<file path="config.mk">
export PLATFORM = sky130hd
export DESIGN_NAME = liap_div
export DESIGN_NICKNAME = d
export VERILOG_FILES = /design/src/liap_pkg.sv /design/src/liap_div.sv
export SDC_FILE = /design/constraint.sdc
export NUM_CORES = 1
export LEC_CHECK = 0
export ABC_AREA = 1
export ABC_CLOCK_PERIOD_IN_PS = 3200
export BUFFER_PORTS_ARGS = -buffer_cell sky130_fd_sc_hd__buf_4
export CELL_PAD_IN_SITES_DETAIL_PLACEMENT = 0
export CELL_PAD_IN_SITES_GLOBAL_PLACEMENT = 1
export CORE_MARGIN = 4
export CORE_UTILIZATION = 42
export DETAILED_ROUTE_END_ITERATION = 6
export PLACE_DENSITY = 0.81
export RECOVER_POWER = 50
export SLEW_MARGIN = 0
export SYNTH_ARGS = -nofsm -noshare
export SYNTH_HDL_FRONTEND = slang
export SYNTH_SLANG_ARGS = --single-unit
</file>
<file path="constraint.sdc">
create_clock -name clock -period 3.2 [get_ports clock]
set_input_delay 0.16 -clock clock [delete_from_list [all_inputs] [get_ports clock]]
set_output_delay 0.16 -clock clock [all_outputs]
set_load 0.02 [all_outputs]
</file>
<file path="src/liap_pkg.sv">
package liap_pkg;

   localparam int MaxSamples   = 4096;
   localparam int SampleBits   = 16;
   localparam int AddrBits     = $clog2(MaxSamples);
   localparam int CountBits    = AddrBits + 1;
   localparam int SumBits      = SampleBits + CountBits;
   localparam int AccBits      = 48;
   localparam int CordicSteps  = 30;
   localparam int StepBits     = 5;
   localparam int CordicGainQ30 = 652032874;

   typedef enum logic [1:0] {
      ST_OK        = 2'd0,
      ST_BAD_STEP  = 2'd1,
      ST_TOO_FEW   = 2'd2,
      ST_TOO_MANY  = 2'd3
   } status_type;

   typedef enum logic [1:0] {
      CSR_PHASE_STEP  = 2'd0,
      CSR_START_PHASE = 2'd1,
      CSR_REMOVE_DC   = 2'd2
   } csr_index_type;

   typedef enum logic [3:0] {
      S_LOAD,
      S_DIV_MEAN,
      S_MIX_READ,
      S_MIX_CORDIC,
      S_MIX_ACC,
      S_DIV_I,
      S_DIV_Q,
      S_SQRT,
      S_ATAN,
      S_DONE
   } state_type;

   function automatic logic [31:0] turn_atan(input logic [StepBits-1:0] k);
      logic [31:0] r;
      begin
         unique case (k)
            5'd0:  r = 32'h20000000;
            5'd1:  r = 32'h12E4051E;
            5'd2:  r = 32'h09FB385B;
            5'd3:  r = 32'h051111D4;
            5'd4:  r = 32'h028B0D43;
            5'd5:  r = 32'h0145D7E1;
            5'd6:  r = 32'h00A2F61E;
            5'd7:  r = 32'h00517C55;
            5'd8:  r = 32'h0028BE53;
            5'd9:  r = 32'h00145F2F;
            5'd10: r = 32'h000A2F98;
            5'd11: r = 32'h000517CC;
            5'd12: r = 32'h00028BE6;
            5'd13: r = 32'h000145F3;
            5'd14: r = 32'h0000A2F9;
            5'd15: r = 32'h0000517C;
            5'd16: r = 32'h000028BE;
            5'd17: r = 32'h0000145F;
            5'd18: r = 32'h00000A2F;
            5'd19: r = 32'h00000517;
            5'd20: r = 32'h0000028B;
            5'd21: r = 32'h00000145;
            5'd22: r = 32'h000000A2;
            5'd23: r = 32'h00000051;
            5'd24: r = 32'h00000028;
            5'd25: r = 32'h00000014;
            5'd26: r = 32'h0000000A;
            5'd27: r = 32'h00000005;
            5'd28: r = 32'h00000002;
            5'd29: r = 32'h00000001;
            default: r = 32'h0;
         endcase
         return r;
      end
   endfunction

endpackage

</file>
<file path="src/liap_div.sv">
// Unsigned restoring divider, one quotient bit per cycle, rounding down.
module liap_div
   import liap_pkg::*;
(
   input  logic               clock,
   input  logic               reset,
   input  logic               go,
   input  logic [AccBits-1:0] numer,
   input  logic [AccBits-1:0] denom,
   output logic               done,
   output logic [AccBits-1:0] quot
);
   logic [AccBits-1:0] rem_ff, rem_in, q_ff, q_in, n_ff, n_in, d_ff, d_in;
   logic [6:0]         cnt_ff, cnt_in;
   logic               busy_ff, busy_in, done_ff, done_in;
   logic [AccBits:0]   trial;

   always_comb begin
      rem_in = rem_ff; q_in = q_ff; n_in = n_ff; d_in = d_ff;
      cnt_in = cnt_ff; busy_in = busy_ff; done_in = 1'b0;
      trial = {rem_ff, n_ff[AccBits-1]};
      if (go) begin
         // numerator already carries + d/2
         n_in = numer; d_in = denom; rem_in = '0; q_in = '0;
         cnt_in = 7'(AccBits); busy_in = 1'b1;
      end else if (busy_ff) begin
         n_in = {n_ff[AccBits-2:0], 1'b0};
         if (trial >= {1'b0, d_ff}) begin
            rem_in = AccBits'(trial - {1'b0, d_ff});
            q_in = {q_ff[AccBits-2:0], 1'b1};
         end else begin
            rem_in = trial[AccBits-1:0];
            q_in = {q_ff[AccBits-2:0], 1'b0};
         end
         cnt_in = cnt_ff - 7'd1;
         if (cnt_ff == 7'd1) begin
            busy_in = 1'b0; done_in = 1'b1;
         end
      end
   end

   always_ff @(posedge clock) begin
      if (reset) begin
         busy_ff <= 1'b0; done_ff <= 1'b0; cnt_ff <= '0;
      end else begin
         busy_ff <= busy_in; done_ff <= done_in; cnt_ff <= cnt_in;
      end
      rem_ff <= rem_in; q_ff <= q_in; n_ff <= n_in; d_ff <= d_in;
   end

   assign done = done_ff;
   assign quot = q_ff;
endmodule

</file>
Word-level counts from Yosys, hierarchy flattened
Index checks and enable logic that the tools add are counted.
{"block": "word_totals", "reg_bits": 201, "inputBits": 99, "out_inout_bits": 49, "wordCells": 26}
{"block": "op_classes", "n_addsub": 2, "order_cmp": 1, "eq_ne": 1, "mux": 10, "bitwise_logic": 1, "reduce_logical": 3}
{"cell": "two-way mux 48 bit", "count": 3}
{"cell": "greater-or-equal comparator 49 x 48 -> 1 bit", "count": 1}
{"cell": "subtractor 48 bit", "count": 1}
{"cell": "two-way mux 6 bit", "count": 2}
{"cell": "== test 7 x 1 -> 1 bit (second input constant)", "count": 1}
{"cell": "subtractor 7 x 1 -> 7 bit (second input constant)", "count": 1}
{"cell": "two-way mux 1 bit", "count": 5}
{"cell": "OR reduction 3 bit", "count": 1}
{"cell": "nonzero test 2 bit", "count": 1}
{"cell": "OR reduction 2 bit", "count": 1}
{"cell": "NOT 1 bit", "count": 1}

Logic depth before layout (Yosys ltp)
Gate-level depths: netlist (run 1).
{"block": "logic_depth", "word_depth": 4, "ltp_mapped": 19, "mapped_depth_nobuf": 18}

Worst setup path after synthesis (run 1)
Ideal clock, no wire load.
{"block": "synth_timing", "path_kind": "register to register", "from": "register busy_ff", "to": "register n_ff[0], enable pin", "setup_time_ns": 0.432, "t_arrival_ns": 2.043, "required_time_ns": 2.768, "path_slack_ns": 0.725, "path_stages_with_launch": 4, "path_buffers": 1, "synth_period_minus_slack_ns": 2.475, "cell_sequence": "dfxtp_1 -> nor2_1 -> inv_1 -> clkbuf_1"}
{"block": "synth_between", "elab_chain_cells": 1}
{"element": "start, declared", "line_no": "liap_div.sv:15", "rtl": "logic busy_ff, busy_in, done_ff, done_in;"}
{"element": "start signal, assigned", "line_no": "liap_div.sv:46", "rtl": "busy_ff <= busy_in; done_ff <= done_in; cnt_ff <= cnt_in;"}
{"element": "nonzero test 2 bit (no line)"}
{"element": "end signal, assigned", "line_no": "liap_div.sv:48", "rtl": "rem_ff <= rem_in; q_ff <= q_in; n_ff <= n_in; d_ff <= d_in;"}
{"element": "end, declared", "line_no": "liap_div.sv:13", "rtl": "logic [AccBits-1:0] rem_ff, rem_in, q_ff, q_in, n_ff, n_in, d_ff, d_in;"}
No other way between the ends.
A chain may end at the register's enable or synchronous reset.

Final worst setup path (run 1)
{"block": "layout_timing", "from": "register d_ff[3]", "to": "register rem_ff[34]"}
{"block": "layout_between", "elab_chain_cells": 2, "word_cells_on_any_way": 3, "cone_classes": "add/sub: 1; order compare: 1; mux: 1"}
{"element": "start, declared", "line_no": "liap_div.sv:13"}
{"element": "start signal, assigned", "line_no": "liap_div.sv:48"}
{"element": "subtractor 48 bit / greater-or-equal comparator 49 x 48 -> 1 bit (equally long branches)", "line_no": "liap_div.sv:29, liap_div.sv:28"}
{"element": "two-way mux 48 bit (*)", "line_no": "liap_div.sv:28", "rtl": "if (trial >= {1'b0, d_ff}) begin"}
{"element": "end signal, assigned", "line_no": "liap_div.sv:48"}
{"element": "end, declared", "line_no": "liap_div.sv:13"}
Every way passes the cells marked *; elsewhere a longest branch is shown, timed or not.

==> results of run 1 <==
stage by stage:
step | std cells | worst slack (ps) | instance area [µm²]
finish | 2439 | 397.3 | 15190
floorplan | 1811 | 725.3 | 12220
global route | 2439 | 117.5 | 15190
detailed placement | 2300 | 451.5 | 13660
global placement | 2300 | 451.3 | 13660
CTS | 2439 | 427.0 | 15380
cell usage after synthesis, drive strengths merged:
cell type / number
nand2: 662
inv: 376
nor2: 150
nand3: 120
dfxtp: 105
edfxtp: 96
nand4: 56
ha: 50
o22ai: 45
a21oi: 36
clkbuf: 32
buf: 22
xor2: 22
nor3: 10
o21ai: 6
and2: 4
nand3b: 4
o21bai: 3
nor4: 2
o211ai: 2
xnor2: 2
a211oi: 1
a21o: 1
a31oi: 1
fa: 1
nor3b: 1
or2: 1
power by group through the flow:
stage / sequential [W] / combinational (W) / clock, W
floorplan: 0.00292 / 0.000387 / 0
finish: 0.00288 / 0.000717 / 0.00260
global route: 0.00289 / 0.000805 / 0.00275
CTS: 0.00288 / 0.000719 / 0.00268
global placement: 0.00293 / 0.000619 / 0
detailed placement: 0.00293 / 0.000622 / 0
worst max path at each step:
stage,to,slack [ps],cells after the start
after global routing,rem_ff[11],120,5
after CTS,rem_ff[34],430,16
after global placement,rem_ff[34],450,16
after detailed placement,rem_ff[34],450,16
after floorplan,n_ff[0],730,3
final,rem_ff[34],400,16
registers in the layout (all words and copies together), names as in the netlist:
signal / flops
rem_ff: 48
quot: 48
cnt_ff: 7
d_ff: 48
n_ff: 48
done: 1
busy_ff: 1
cell type report:
cell class | instances | area share
Clock buffer | 39 | 0.04704
Multi-Input combinational cell | 1180 | 0.3672
Clock inverter | 3 | 0.002059
Timing Repair Buffer | 256 | 0.1307
Tap cell | 384 | 0.03163
Inverter | 376 | 0.09301
Sequential cell | 201 | 0.3283
routing by layer:
metal	share of wire	wire length, µm
met2	0.46	16170
met3	0.064	2278
met1	0.46	16170
met5	0	0
met4	0.026	913
cells by family after synthesis:
logic type / Yosys count
flip-flops: 201
XOR/XNOR: 24
AND/OR/NAND/NOR: 1010
adder cells (fa/ha/maj): 51
AO/OA/AOI/OAI: 95
buffers and inverters: 430
critical path, stage by stage (launching register included):
cell                       delay, ps
sky130_fd_sc_hd__edfxtp_1        350
sky130_fd_sc_hd__inv_1            80
sky130_fd_sc_hd__ha_1            280
sky130_fd_sc_hd__nand2_1         160
sky130_fd_sc_hd__inv_1            50
sky130_fd_sc_hd__nand2_1          80
sky130_fd_sc_hd__nand2_1          60
sky130_fd_sc_hd__nand2_1          60
sky130_fd_sc_hd__nand3_2         150
sky130_fd_sc_hd__nand2_2         100
sky130_fd_sc_hd__nand2_2         110
sky130_fd_sc_hd__nand3b_1        180
sky130_fd_sc_hd__buf_4           550
sky130_fd_sc_hd__nand4_1         270
sky130_fd_sc_hd__nand2_1         120
sky130_fd_sc_hd__nor2_1           40
sky130_fd_sc_hd__nor2_1           80
timing repair:
item | in CTS | in global routing
setup buffers | 0 | 0
hold buffers | 97 | 0
endpoints found under the setup margin | 0 | 0
hold endpoints to repair | 99 | 0
cells in the final DEF, fill, tap and decap left out, drive strengths merged, types with 4 or more instances in the layout:
cell type / instances
nand4: 56
ha: 50
inv: 377
dfxtp: 105
buf: 60
nor3: 10
dlygate4sd3: 97
and2: 4
nand2: 662
o22ai: 45
clkbuf: 138
edfxtp: 96
nor2: 150
xor2: 22
nand3b: 4
o21ai: 6
a21oi: 36
nand3: 120
==> run summary, run 1 <==
Buffers placed on the I/O ports in this run total 147. The tools report the number of max-cap violations as 1. The run gives 0.5292 as the final standard cell utilization of the core. Data on the critical path is required at its endpoint by 3660 ps. For the global-route met2 utilization, the log shows 0.3740.

The clock arrives with 10.59 ps of skew. The cell sitting at the root of the clock tree is a sky130_fd_sc_hd__clkbuf_16. The tools report the total global-route track usage as 0.2239.

The tools report the type of destination of the critical path as a flop. The tools report the launch point of the worst hold path as reset. Global routing finished with a remaining overflow of 0.

For this run, the number of Yosys warnings is 0. The tools report the number of sinks on the clock net as 201. The tools report the initial standard-cell utilization of the core as 0.4256. Worst min-delay path endpoint: busy_ff. At the pin with the least slew margin, the transition time is 1984 ps. Dividing total power by cell area gives a power density of 407.4 mW/mm². Across the whole layout, storage elements account for 0.004986 mm². For this design the static power due to leakage is 7.842 nW. The share of synthesized area spent on multiplexers came out at 0.

Count of final setup violators: 0. For flop-to-flop paths, the worst setup slack is 400 ps. The endpoint identified for the worst register-to-register timing path is rem_ff[34]. The initialized floorplan defines 62 standard-cell rows.

For the max-slew violation count, the log shows 35. The global routing met1 resource utilization was 0.2965; the number of diodes added for antenna fixing was 0. After filler insertion, the fill cell instance count of the layout stands at 2945.

Adding up every negative setup slack in the final design gives 0 ps. In this run, distinct cell masters in the synthesized netlist total 38. The most critical setup path has its startpoint at d_ff[3]. The share of power burned in the clock network was 0.419; the number of cells traversed by the worst register-to-register path was 16. The run gives -0.3226 as the relative slew slack. The basic-gate share of the synthesized area counting and, or, nand and nor cells was 0.3412.

By area, the combinational part of the netlist is dominated by simple AND/OR/NAND/NOR gates. The library cell with the largest summed area after synthesis was sky130_fd_sc_hd__edfxtp_1. Summing over every cut layer, the via total after detailed routing is 11670. For this block, the routed nets add up to 35530 µm of wire. The global-route wire length before repair came out at 57790 µm.

The number of search-and-repair iterations in the first detailed-routing pass is 7, and the overall power is 0.006188 W. Entering global routing, the biggest net connects 89 pins. The post-synthesis adder-cell area fraction was 0.05285; the reported net switching power was 0.001531 W.

The level count of the clock H-tree is 1, and the share of final-layout standard cells stronger than drive strength 1 is 0.07786. The run finished, with violations left. The final hold slack was 353.6 ps; the worst ir drop on vdd was 0.0004060 V. Synthesis produced a netlist whose cell count is 1811.

The worst hold path passes through 3 cells. For this run, design rule violations remaining after detail routing come to 0. The smallest clock period supported by the final layout is computed as 2803 ps. The relative contribution of sequential cells to total power was 0.465; the proportion of power drawn by combinational gates was 0.116. The per-cell via count in the routed design was 4.786. The critical path start-end classification is flop to flop.

The tools report the number of antenna violations at the first check in global routing as 0. The detail route stage leaves a number of antenna-violating nets equal to 0. Counting along the longest clock path gives a buffer depth of 3. The floorplan step set the die width to 178.5 µm. After synthesis, the cell types taking the most area are sky130_fd_sc_hd__edfxtp_1 24%, sky130_fd_sc_hd__nand2_1 20%, sky130_fd_sc_hd__dfxtp_1 17%. In this run, the number of DRC markers left after iteration 0 of detailed routing was 672. The height of the die is 178.5 µm, and the post-synthesis area per instance is 6.745 µm². The half-perimeter wire length of the detailed placement result is 25810 µm. The internal power of the cells totals 0.004657 W. The area growth from synthesis to layout is 24.34%.

The summed instance area of the synthesized netlist was 0.01222 mm²; the detail-routed net length per standard cell was 14.57 µm. The number of buffers created by CTS was 23; the global placement routability congestion was 0.9776. The run gives 11610 as the via count of the first global-routing pass. Clock-pin slew was measured on the worst setup and hold paths at 60 ps. For the area of the core region, the log shows 0.02870 mm².

Counting every net in the synthesized netlist gives 1961. The tools report the multi-input logic area as 0.005578 mm². The run gives 0 as the count of endpoints failing hold in the final timing report.

The later pin in the worst-skew pair is clocked with a latency of 530 ps. The floorplan step defined a die boundary enclosing 0.03188 mm². TritonCTS built the clock tree. In this run the worst path has a maximum fanout of 45. The quantity of gates resized following cts came out at 0.

The synthesized-area fraction occupied by ao, oa, aoi and oai cells works out to 0.04538. The path class of the tightest hold or removal check is primary input to flop. Data on the critical path arrives at its endpoint at 3260 ps. The final worst-path cycle share came out at 0.8758. The post-synthesis share of cell area spent on xor and xnor gates works out to 0.01721. For the met3 track demand over resource, the log shows 0.04790.

The startpoint identified for the worst register-to-register timing path is d_ff[3]. The fraction of synthesized cell area taken by the top area cell type works out to 0.2360. The final reports fail on capacitance limit, slew limit. Pin placement for this block handled 148 I/O pins. The maximum frequency from static timing analysis is 356.8 MHz, and the count of state elements after synthesis is 201.

Share of the yosys chip area belonging to registers: 0.4081. STA classifies the critical path startpoint as a flop. The net switching fraction of the power was 0.2475. Setup repair after global routing left no endpoint under its margin.

The net count of the finished layout is 2188. The busiest metal layer after global routing was met2.
Power figures use the tool's default switching activity.
==> run 2, diff against run 1 <==
--- a/config.mk
+++ b/config.mk
@@ -13,7 +13,7 @@
 export CORE_MARGIN = 4
 export CORE_UTILIZATION = 42
 export DETAILED_ROUTE_END_ITERATION = 6
-export PLACE_DENSITY = 0.81
+export PLACE_DENSITY_LB_ADDON = 0.1
 export RECOVER_POWER = 50
 export SLEW_MARGIN = 0
 export SYNTH_ARGS = -nofsm -noshare
==> run summary, run 2 (synthesis gave the netlist of run 1 again) <==
STA puts the critical path data required time at 3670 ps. After the last flow step, the layout net total stands at 2190. In the routed design, unresolved DRC markers number 0. Dividing total power by cell area gives a power density of 403.8 mW/mm².

The run gives 0 as the quantity of gates resized following cts. Post-synthesis to final-layout area growth: 25.26%. Detail-routed net length per standard cell: 14.65 µm. The final worst-path cycle share works out to 0.8542.

The tools report the remaining antenna violation count as 0. Summed over all layers, the global routing overflow is 0. Measured along the y axis, the die boundary spans 178.5 µm. The most critical setup path has its endpoint at rem_ff[34]. Clock-pin slew was measured on the worst setup and hold paths at 60 ps. The tools report the reg2reg setup slack as 470 ps.

In this run the critical register-to-register path is captured at rem_ff[34]. The count of endpoints failing hold in the final timing report is 0. The path class of the tightest hold or removal check is primary input to flop. The maximum count of clock buffers along a single path came out at 3.

For the pin with the worst max-slew slack, the measured transition is 1388 ps. The first TritonRoute pass finished after 6 iterations. For the initial standard-cell utilization of the core, the log shows 0.4256.

STA classifies the critical path startpoint as a flop. After legalization and detailed placement, the total HPWL measured 26060 µm. The flow ran to the end, and the final reports show no timing, DRC or antenna violations. Setup repair after global routing left no endpoint under its margin. Critical path start-end classification: flop to flop.

The tools report the number of max-cap violations as 0. For the finished layout, the period the worst path requires is 2734 ps. The tools report the starting DRC count in detailed routing as 733.

Counting the fill cells in the layout gives 2945. For the total die area, the log shows 0.03188 mm². The per-cell via count in the routed design is 4.758. For this design the static power due to leakage is 7.941 nW. The root buffer cell chosen for the clock tree is sky130_fd_sc_hd__clkbuf_16.

The level count of the clock H-tree came out at 1. Between clock sinks in the finished design, the worst skew comes to 15.45 ps. The maximum frequency from static timing analysis was 365.8 MHz; the number of buffers created by CTS was 24. Counting every sink on the clock net gives 201.

TritonCTS built the clock tree. The count of final setup violators came out at 0. The tools report the type of destination of the critical path as a flop. The total I/O pin count is 148. Including well taps, the total number of placed cells is 2301. At the end of routability-driven placement, the weighted congestion stood at 0.9526.

The number of cells traversed by the worst register-to-register path was 16; the floorplan row count was 62. The via count of the first global-routing pass was 11480. The critical path starts at d_ff[6]. In the final timing run, aggregate negative setup slack is 0 ps. In this run the worst path has a maximum fanout of 45. The run gives 550 ps as the clock latency on the worst-skew pair. Entering global routing, the biggest net connects 95 pins. The routed layout has 11620 vias. The total global-route track usage came out at 0.2256.

The launch point of the worst hold path is reset. VDD sags by at most 0.0003654 V. The first global-routing pass estimated 57880 µm of wire. The run gives 2442 as the non-filler instance count after layout.

Most common cell after layout, fill and taps aside: sky130_fd_sc_hd__nand2_1. The share of final-layout standard cells stronger than drive strength 1 is 0.08795. Relative slew slack: 0.07479. After detailed routing, the total wire length is 35790 µm. Number of antenna violations at the first check in global routing: 0.

After floorplanning, the core was sized to cover 0.02870 mm². 0 antenna diodes ended up in the layout. Input and output buffers added on the ports amount to 147.

The top cell types in the final layout, fill and taps aside, are 657 x sky130_fd_sc_hd__nand2_1, 372 x sky130_fd_sc_hd__inv_1, 146 x sky130_fd_sc_hd__nor2_1. Data arrival time of the critical path: 3200 ps. For the max-slew violation count, the log shows 0.

The startpoint identified for the worst register-to-register timing path is d_ff[6]. The horizontal die dimension works out to 178.5 µm.
==> run 2: cell count changes in the layout (fill, tap and decap cells not counted), moves of 2 or more <==
| cell | previous run | this run |
|---|---|---|
| sky130_fd_sc_hd__clkbuf_4 | 50 | 46 |
| sky130_fd_sc_hd__buf_12 | 1 | 3 |
| sky130_fd_sc_hd__clkinv_2 | 2 | 5 |
| sky130_fd_sc_hd__clkbuf_1 | 59 | 35 |
| sky130_fd_sc_hd__clkbuf_8 | 5 | 3 |
| sky130_fd_sc_hd__buf_4 | 59 | 80 |
| sky130_fd_sc_hd__clkinv_1 | 0 | 5 |
==> run 2: critical path, cell delays in order, from the launching register on <==
cell and delay [ps]:
sky130_fd_sc_hd__edfxtp_1 360, sky130_fd_sc_hd__inv_1 70, sky130_fd_sc_hd__ha_1 260, sky130_fd_sc_hd__nand2_1 90, sky130_fd_sc_hd__nand2_1 90, sky130_fd_sc_hd__nand2_1 70
sky130_fd_sc_hd__nand2_1 90, sky130_fd_sc_hd__inv_2 70, sky130_fd_sc_hd__nand3_2 170, sky130_fd_sc_hd__nand2_2 110, sky130_fd_sc_hd__nand2_2 100, sky130_fd_sc_hd__nand3b_1 180
sky130_fd_sc_hd__buf_4 550, sky130_fd_sc_hd__nand4_1 210, sky130_fd_sc_hd__nand2_1 100, sky130_fd_sc_hd__nor2_1 40, sky130_fd_sc_hd__nor2_1 80
==> run 2: repair_timing <==
item                      in CTS  in global routing
buffers inserted               0                  0
hold endpoints to repair      99                  0
hold buffers                  97                  0
==> run 2: per-stage QoR <==
| step | setup WS, ps | area (µm²) | total power (W) | hold WS [ps] | util |
|---|---|---|---|---|---|
| 2_1_floorplan | 725.3 | 12220 | 0.003307 | 229.1 | - |
| 3_3_place_gp | 514.7 | 13710 | 0.003556 | 337.6 | 0.4776 |
| 3_5_place_dp | 519.2 | 13710 | 0.003561 | 339.3 | 0.4776 |
| 4_1_cts | 516.1 | 15430 | 0.006268 | 39.32 | 0.5376 |
| 5_1_grt | 242.3 | 15300 | 0.006452 | 323.6 | 0.5331 |
| 6_report | 466.5 | 15300 | 0.006179 | 327.3 | 0.5331 |
==> run 2: how the worst min path moves through the flow <==
| stage | end | slack (ps) | cells after the start |
|---|---|---|---|
| 6_report | busy_ff | 330 | 3 |
| 3_3_place_gp | busy_ff | 340 | 2 |
| 5_1_grt | busy_ff | 320 | 3 |
| 3_5_place_dp | d_ff[21] | 340 | 1 |
| 4_1_cts | d_ff[33] | 40 | 1 |
| 2_1_floorplan | busy_ff | 230 | 1 |
==> run 2: final cells by class <==
type | instances | area (µm²) | share of cell area
inverters | 376 | 1413 | 0.09232
well taps | 384 | 480.5 | 0.03140
flip-flops and latches | 201 | 4986 | 0.3259
clock inverters | 13 | 93.84 | 0.006133
clock buffers | 31 | 656.9 | 0.04293
repair buffers | 257 | 2093 | 0.1368
multi-input cells | 1180 | 5578 | 0.3645
==> run 2: power breakdown <==
part           switching [W]  internal [W]
Clock                0.00112       0.00146
Sequential         0.0000374       0.00284
Combinational       0.000427      0.000296
==> run 2: metal layers <==
metal | track usage | vias to the layer above | share of wire
met2 | 0.3703 | 269 | 0.45
li1 | - | 6058 | -
met3 | 0.04027 | 54 | 0.053
met4 | 0.06588 | 0 | 0.031
met1 | 0.3054 | 5237 | 0.47
met5 | 0 | - | 0
